`config.mk`:
```
export PLATFORM = sky130hd
export DESIGN_NAME = abdtd_ctrl
export DESIGN_NICKNAME = d
export VERILOG_FILES = /design/src/rtl/abdtd_pkg.sv /design/src/rtl/abdtd_ctrl.sv
export SDC_FILE = /design/constraint.sdc
export NUM_CORES = 1
export LEC_CHECK = 0
export BUFFER_PORTS_ARGS = -buffer_cell sky130_fd_sc_hd__buf_4
export CELL_PAD_IN_SITES_DETAIL_PLACEMENT = 1
export CELL_PAD_IN_SITES_GLOBAL_PLACEMENT = 2
export CORE_AREA = 2 2 39 41
export DETAILED_ROUTE_END_ITERATION = 8
export DIE_AREA = 0 0 41 43
export PLACE_DENSITY_LB_ADDON = 0.1
export SETUP_SLACK_MARGIN = 0.05
export SLEW_MARGIN = 25
export SYNTH_ARGS = -nofsm -noshare
export SYNTH_HDL_FRONTEND = slang
export SYNTH_SLANG_ARGS = --single-unit
```
`constraint.sdc`:
```
create_clock -name clock -period 3.62 [get_ports clock]
set_input_delay 0.724 -clock clock [delete_from_list [all_inputs] [get_ports clock]]
set_output_delay 0.724 -clock clock [all_outputs]
set_load 0.03 [all_outputs]
```
`src/rtl/abdtd_pkg.sv`:
```
// abdtd_pkg: shared types and constants for the arcade bus decoder with tile dirty map
// holds memory map boundaries, function and register codes, state and command types
// no dependencies
package abdtd_pkg;

   // bus function codes
   localparam logic [1:0] FUNC_CPU_READ   = 2'd0;
   localparam logic [1:0] FUNC_CPU_WRITE  = 2'd1;
   localparam logic [1:0] FUNC_VIDEO_READ = 2'd2;

   // configuration register indexes
   localparam logic CSR_DIP_A = 1'b0;
   localparam logic CSR_DIP_B = 1'b1;

   // storage geometry
   localparam int RAM_DEPTH  = 4096;
   localparam int RAM_AW     = 12;
   localparam int MAP_DEPTH  = 1024;
   localparam int MAP_AW     = 10;
   localparam int SPR_DEPTH  = 16;
   localparam int SPR_AW     = 4;
   localparam int DATA_W     = 8;
   localparam int LATCH_W    = 6;
   localparam int SREG_W     = 5;

   // memory map
   localparam logic [15:0] ROM_TOP     = 16'h7fff;
   localparam logic [15:0] VRAM_TOP    = 16'h87ff;
   localparam logic [15:0] RAM_TOP     = 16'h8fff;
   localparam logic [15:0] SND_TOP     = 16'h901f;
   localparam logic [15:0] SPR_BASE    = 16'h9020;
   localparam logic [15:0] SPR_TOP     = 16'h902f;
   localparam logic [15:0] DIP_B_TOP   = 16'h903f;
   localparam logic [15:0] DIP_A_TOP   = 16'h907f;
   localparam logic [15:0] START_TOP   = 16'h90bf;
   localparam logic [15:0] JOY_TOP     = 16'h90ff;
   localparam logic [15:0] LATCH_IRQ   = 16'h9040;
   localparam logic [15:0] LATCH_SOUND = 16'h9041;
   localparam logic [15:0] LATCH_PAL   = 16'h9042;
   localparam logic [15:0] LATCH_FLIP  = 16'h9043;
   localparam logic [15:0] LATCH_CTAB  = 16'h9046;
   localparam logic [15:0] LATCH_GFX   = 16'h9047;

   localparam logic [DATA_W-1:0] OPEN_BUS = 8'hff;

   typedef enum logic [1:0] {
      ST_CLEAR,
      ST_IDLE,
      ST_EXEC,
      ST_MARK
   } state_type;

   typedef struct packed {
      logic idle;       // read ports follow the request channel
      logic accept;     // capture a request word
      logic exec;       // commit the access and load the response word
      logic sweep;      // sweep counter drives the write ports
      logic sweep_ram;  // sweep also clears work ram
   } cmd_type;

   typedef struct packed {
      logic mark_req;   // committed access changes a bank latch
      logic ram_last;   // sweep counter at last work ram entry
      logic map_last;   // sweep counter at last dirty map entry
   } status_type;

endpackage

```
`src/rtl/abdtd_ctrl.sv`:
```
// abdtd_ctrl: sequencing state machine for the bus decoder
// clearing pass, request capture, commit, mark-all sweep, response valid
// depends on abdtd_pkg
module abdtd_ctrl (
   input  logic                   clock,
   input  logic                   reset,
   input  logic                   req_valid,
   output logic                   req_stall,
   output logic                   rsp_valid,
   input  logic                   rsp_stall,
   input  abdtd_pkg::status_type  status,
   output abdtd_pkg::cmd_type     cmd
);

   abdtd_pkg::state_type state_ff, state_in;
   logic rsp_valid_ff, rsp_valid_in;
   logic out_free;

   always_ff @(posedge clock) begin
      if (reset) begin
         state_ff     <= abdtd_pkg::ST_CLEAR;
         rsp_valid_ff <= 1'b0;
      end else begin
         state_ff     <= state_in;
         rsp_valid_ff <= rsp_valid_in;
      end
   end

   assign out_free = !rsp_valid_ff || !rsp_stall;

   always_comb begin
      state_in  = state_ff;
      cmd       = '0;
      req_stall = 1'b1;
      case (state_ff)
         abdtd_pkg::ST_CLEAR: begin
            cmd.sweep     = 1'b1;
            cmd.sweep_ram = 1'b1;
            if (status.ram_last) begin
               state_in = abdtd_pkg::ST_IDLE;
            end
         end
         abdtd_pkg::ST_IDLE: begin
            cmd.idle   = 1'b1;
            req_stall  = 1'b0;
            cmd.accept = req_valid;
            if (req_valid) begin
               state_in = abdtd_pkg::ST_EXEC;
            end
         end
         abdtd_pkg::ST_EXEC: begin
            // wait for the response register to free up
            if (out_free) begin
               cmd.exec = 1'b1;
               state_in = status.mark_req ? abdtd_pkg::ST_MARK : abdtd_pkg::ST_IDLE;
            end
         end
         abdtd_pkg::ST_MARK: begin
            cmd.sweep = 1'b1;
            if (status.map_last) begin
               state_in = abdtd_pkg::ST_IDLE;
            end
         end
         default: begin
            state_in = abdtd_pkg::ST_IDLE;
         end
      endcase
      rsp_valid_in = cmd.exec | (rsp_valid_ff & rsp_stall);
   end

   assign rsp_valid = rsp_valid_ff;

endmodule

```
==> results of run 1 <==
per-stage QoR:
stage           util  cell area, sq um  power [mW]  hold WS [ns]  setup slack (ns)
2_1_floorplan      -               260       0.142         0.481              1.71
3_3_place_gp   0.273               378       0.190         0.515              1.76
3_5_place_dp   0.273               378       0.189         0.534              1.76
4_1_cts        0.292               404       0.251         0.545              1.61
5_1_grt        0.292               404       0.267         0.591              1.51
6_report       0.292               404       0.245         0.543              1.64
path summary, 6_finish.rpt:
path / start / end / slack, ns / cells after the start
worst max-delay path: state_ff[1] / cmd[3] / 1.64 / 4
worst min-delay path: state_ff[1] / state_ff[1] / 0.54 / 2
worst max register to register: state_ff[1] / state_ff[0] / 1.98 / 5
worst min register to register: state_ff[1] / state_ff[1] / 0.54 / 2
state kept, by name, summed over array words and instances, names as in the netlist:
| signal | flops |
|---|---|
| rsp_valid | 1 |
| state_ff | 2 |
critical path, delay by kind of cell (launching register included):
family                   cells  cell delay, ns
adder cells (fa/ha/maj)      1            0.22
buffers and inverters        2            0.26
flip-flops                   1            0.39
AND/OR/NAND/NOR              1            0.16
power by group:
part | switching [mW] | internal (mW) | total (mW)
sequential | 0.00681 | 0.0390 | 0.0458
clock | 0.0174 | 0.0413 | 0.0587
combinational | 0.0802 | 0.0600 | 0.140
metal layers:
metal / GRT usage / up-vias
met5: 0 / -
met4: 0.0600 / 0
met3: 0.0785 / 2
met2: 0.128 / 11
met1: 0.0987 / 105
li1: - / 124
cells in the final DEF, fill, tap and decap left out:
master	n
nor2_1	3
clkbuf_4	3
buf_4	13
a21oi_1	2
dfxtp_1	3
or3_1	1
clkbuf_1	1
nor4_4	1
and2_1	1
a21boi_1	1
ha_1	5
and3_1	1
nand2b_1	1
mux2_1	1
mux2i_1	1
nor2b_4	1
nor2b_1	2
inv_1	4
area by class of cell:
| class | instances | share of cell area |
|---|---|---|
| inverter | 4 | 0.0372 |
| sequential | 3 | 0.149 |
| multi-input combinational | 21 | 0.458 |
| tap | 16 | 0.0495 |
| clock buffer | 4 | 0.0650 |
| timing repair buffer | 13 | 0.241 |
cells by family (layout without fill, tap and decap cells):
logic type,count (synthesis),in the layout,synth area share
AND/OR/NAND/NOR,11,11,0.322
adder cells (fa/ha/maj),5,5,0.240
buffers and inverters,4,21,0.0577
AO/OA/AOI/OAI,3,3,0.0673
flip-flops,3,3,0.231
multiplexers,2,2,0.0817
==> flow_summary.ini, run 1 <==
[global_routing]
grt_pass1_vias = 255
grt_pass1_wl_um = 1050
grt_overflow_total = 0
grt_max_degree = 6
grt_usage = 0.0961
antenna_found_initial = 0

[setup_path]
cp.arrival_ns = 1.26
end_kind = output port
crit_path_top_delay_cell = dfxtp_1
slowest_delay_ns = 0.39
cp_max_fo = 4
worstPathRequired_ns = 2.90
path_cells = inv_1, ha_1, and2_1, buf_4
path_class = flop to output port
setup.worst_path.start_class = flop

[power_and_ir_drop]
vdd_drop_max_mv = 0.199
power.leakage_nw = 0.199
powerDensity_nw_per_um2 = 606

[floorplan]
std_cell_rows = 14
die_y_um = 43
die-area_sq_um = 1760
ios = 14
start_util = 0.188
die_width_um = 41
coreArea_sq_um = 1380

[route]
wire_per_inst_um = 9.93
ant_nets = 0
routed.top_layer = met4
dr.first_iter.drc_count = 1
viasPerCell = 3.97
route.met2.wl_um = 277
wirelength_um = 606
vias = 242
first_pass_iters = 2
met1_length_um = 255
drc = 0
wl_met3_um = 64

[clocking]
h-tree-depth = 1
clk_pin_slew_ns = 0.03
cts_made_buffers = 3
cts_tree = done
cts_hold_buf = 0
cts_buffer_depth = 2
cts.sinks = 3
post_cts_buffers = 0
clk_latency_ns = 0.23
post_cts_resized = 0
cts_root_buffer = clkbuf_4

[logic_synthesis]
synth.net_count = 40
synth-main-ff-cell = dfxtp_1
yosys_warnings = 0
synthMostInstantiatedCell = ha_1
synth-seq-area-share = 0.231
ys_ff_latch = 3
postSynthCellCount = 28
yosysUniqueCellTypes = 15
synth_top_cell_by_area = ha_1
synth_edf_count = 0
synthesis.area_sq_um = 260
ys_async_sr_fraction = 0
syn_area_per_cell_sq_um = 9.29
yosysTopAreaCellShare = 0.240
synth_top_cells_by_count = ha_1 (5), inv_1 (4), dfxtp_1 (3), nor2_1 (3)
synthTopCellsByArea = ha_1 (24%), dfxtp_1 (23%), nor4_4 (8.2%)

[layout]
multi_input_area_sq_um = 185
fill_cells = 175
fin_nets = 58
instances_no_fill = 61
seqCellArea_sq_um = 60.1
syn_to_final_growth_pct = 55.3
diodes = 0
layout-drive-gt1-share = 0.400

[timing]
period_needed_ns = 1.98
slew_headroom = 0.817
fin_worst_skew_ns = 0.000419
worst_pin_slew_ns = 0.272
finalSetupViolCount = 0
fmax_mhz = 504
hold_viol = 0
fin_tns_setup_ns = 0
slew_viol_final = 0
fin_crit_sh = 0.548
grt_setup_unrepaired = false

[placement]
gp_congestion = 0.693
dp_cells = 57
port_buffers = 13
dp_hpwl_um = 509

[worst_hold_path]
hold_path_class = flop to flop

[run_status]
outcome = finished, final reports clean

[run]
drv_cap = 0
Note: power is estimated with default switching activity, not from simulation.
==> inputs of run 2 (changes only) <==
Clock period 3.62 ns to 2.02 ns, I/O delays scaled along.
==> flow_summary.ini, run 2 (synthesized netlist as in run 1, its figures left out) <==
[run_status]
outcome = finished, final reports clean

[power_and_ir_drop]
vdd_drop_max_mv = 0.305
powerDensity_nw_per_um2 = 1090
total_power_mw = 0.439
power.leakage_nw = 0.199

[route]
viasPerCell = 4.03
wirelength_um = 624
drc = 0
wl_met3_um = 66
routed.top_layer = met3
ant_nets = 0
route.met2.wl_um = 309
met1_length_um = 248
dr.first_iter.drc_count = 0
wire_per_inst_um = 10.2
first_pass_iters = 1
vias = 246

[clocking]
cts_tree = done
post_cts_resized = 0
cts_root_buffer = clkbuf_4
post_cts_buffers = 0
cts_buffer_depth = 2
cts_hold_buf = 0
clk_pin_slew_ns = 0.04
clk_latency_ns = 0.23
cts_made_buffers = 3
h-tree-depth = 1
cts.sinks = 3

[floorplan]
coreArea_sq_um = 1380
std_cell_rows = 14
die_width_um = 41
start_util = 0.188
die_y_um = 43
die-area_sq_um = 1760
ios = 14

[global_routing]
antenna_found_initial = 0
grt_usage = 0.0921
grt_pass1_wl_um = 993
grt_max_degree = 6
grt_overflow_total = 0
grt_pass1_vias = 235

[timing]
fin_worst_skew_ns = 0.00211
period_needed_ns = 1.67
fin_crit_sh = 0.825
finalSetupViolCount = 0
fin_tns_setup_ns = 0
slew_viol_final = 0
fmax_mhz = 600
worst_pin_slew_ns = 0.294
holdWs_ns = 0.364
slew_headroom = 0.802
grt_setup_unrepaired = false
hold_viol = 0

[setup_path]
worstPathRequired_ns = 1.62
end_kind = output port
cp_max_fo = 4
setup.worst_path.start_class = flop
path_class = flop to output port
cp.arrival_ns = 1.26

[worst_hold_path]
hold_path_class = primary input to flop

[run]
drv_cap = 0

[layout]
final_cell_mix = buf_4 (13), ha_1 (5), inv_1 (4)
seqCellArea_sq_um = 60.1
layout-drive-gt1-share = 0.400
syn_to_final_growth_pct = 55.3
final_common_cell = buf_4
largest_reg_flops = 2
multi_input_area_sq_um = 185
top_register = state_ff
diodes = 0
fin_nets = 58
fill_cells = 172

[placement]
dp_hpwl_um = 529
gp_congestion = 0.704
port_buffers = 13
## run 2: cell counts in the layout (fill, tap and decap cells not counted)
Identical to the previous run, type by type.
## run 2: per-layer routing
layer / track usage / up-vias
met5: 0 / -
met4: 0.0600 / 0
met3: 0.0838 / 0
met2: 0.119 / 11
met1: 0.0924 / 110
li1: - / 125
## run 2: power by group
| part | total (mW) | leakage (nW) | internal (mW) | switching [mW] |
|---|---|---|---|---|
| clock | 0.105 | 0.0150 | 0.0740 | 0.0308 |
| sequential | 0.0811 | 0.0245 | 0.0699 | 0.0112 |
| combinational | 0.253 | 0.160 | 0.108 | 0.146 |
## run 2: cell type report
| type | count | area share |
|---|---|---|
| Multi-Input combinational cell | 21 | 0.458 |
| Sequential cell | 3 | 0.149 |
| Timing Repair Buffer | 13 | 0.241 |
| Tap cell | 16 | 0.0495 |
| Clock buffer | 4 | 0.0650 |
| Inverter | 4 | 0.0372 |
## run 2: path summary, 6_finish.rpt
check / from / end / slack, ns / depth (start not counted)
hold / removal: reset / rsp_valid / 0.36 / 2
setup / recovery: state_ff[0] / cmd[2] / 0.35 / 4
setup reg to reg: state_ff[0] / state_ff[0] / 0.41 / 5
hold reg to reg: state_ff[1] / state_ff[1] / 0.51 / 2
## run 2: critical path: stages, from the launching register on
cell,delay [ns]
dfxtp_1,0.38
inv_1,0.10
ha_1,0.24
a21boi_1,0.14
buf_4,0.17
## run 2: stage by stage
step	instances	setup WS, ns	util	instance area (sq um)
after global routing	61	0.238	0.292	404
final	61	0.354	0.292	404
after global placement	57	0.401	0.273	378
after detailed placement	57	0.381	0.273	378
after CTS	61	0.325	0.292	404
after floorplan	28	0.360	-	260
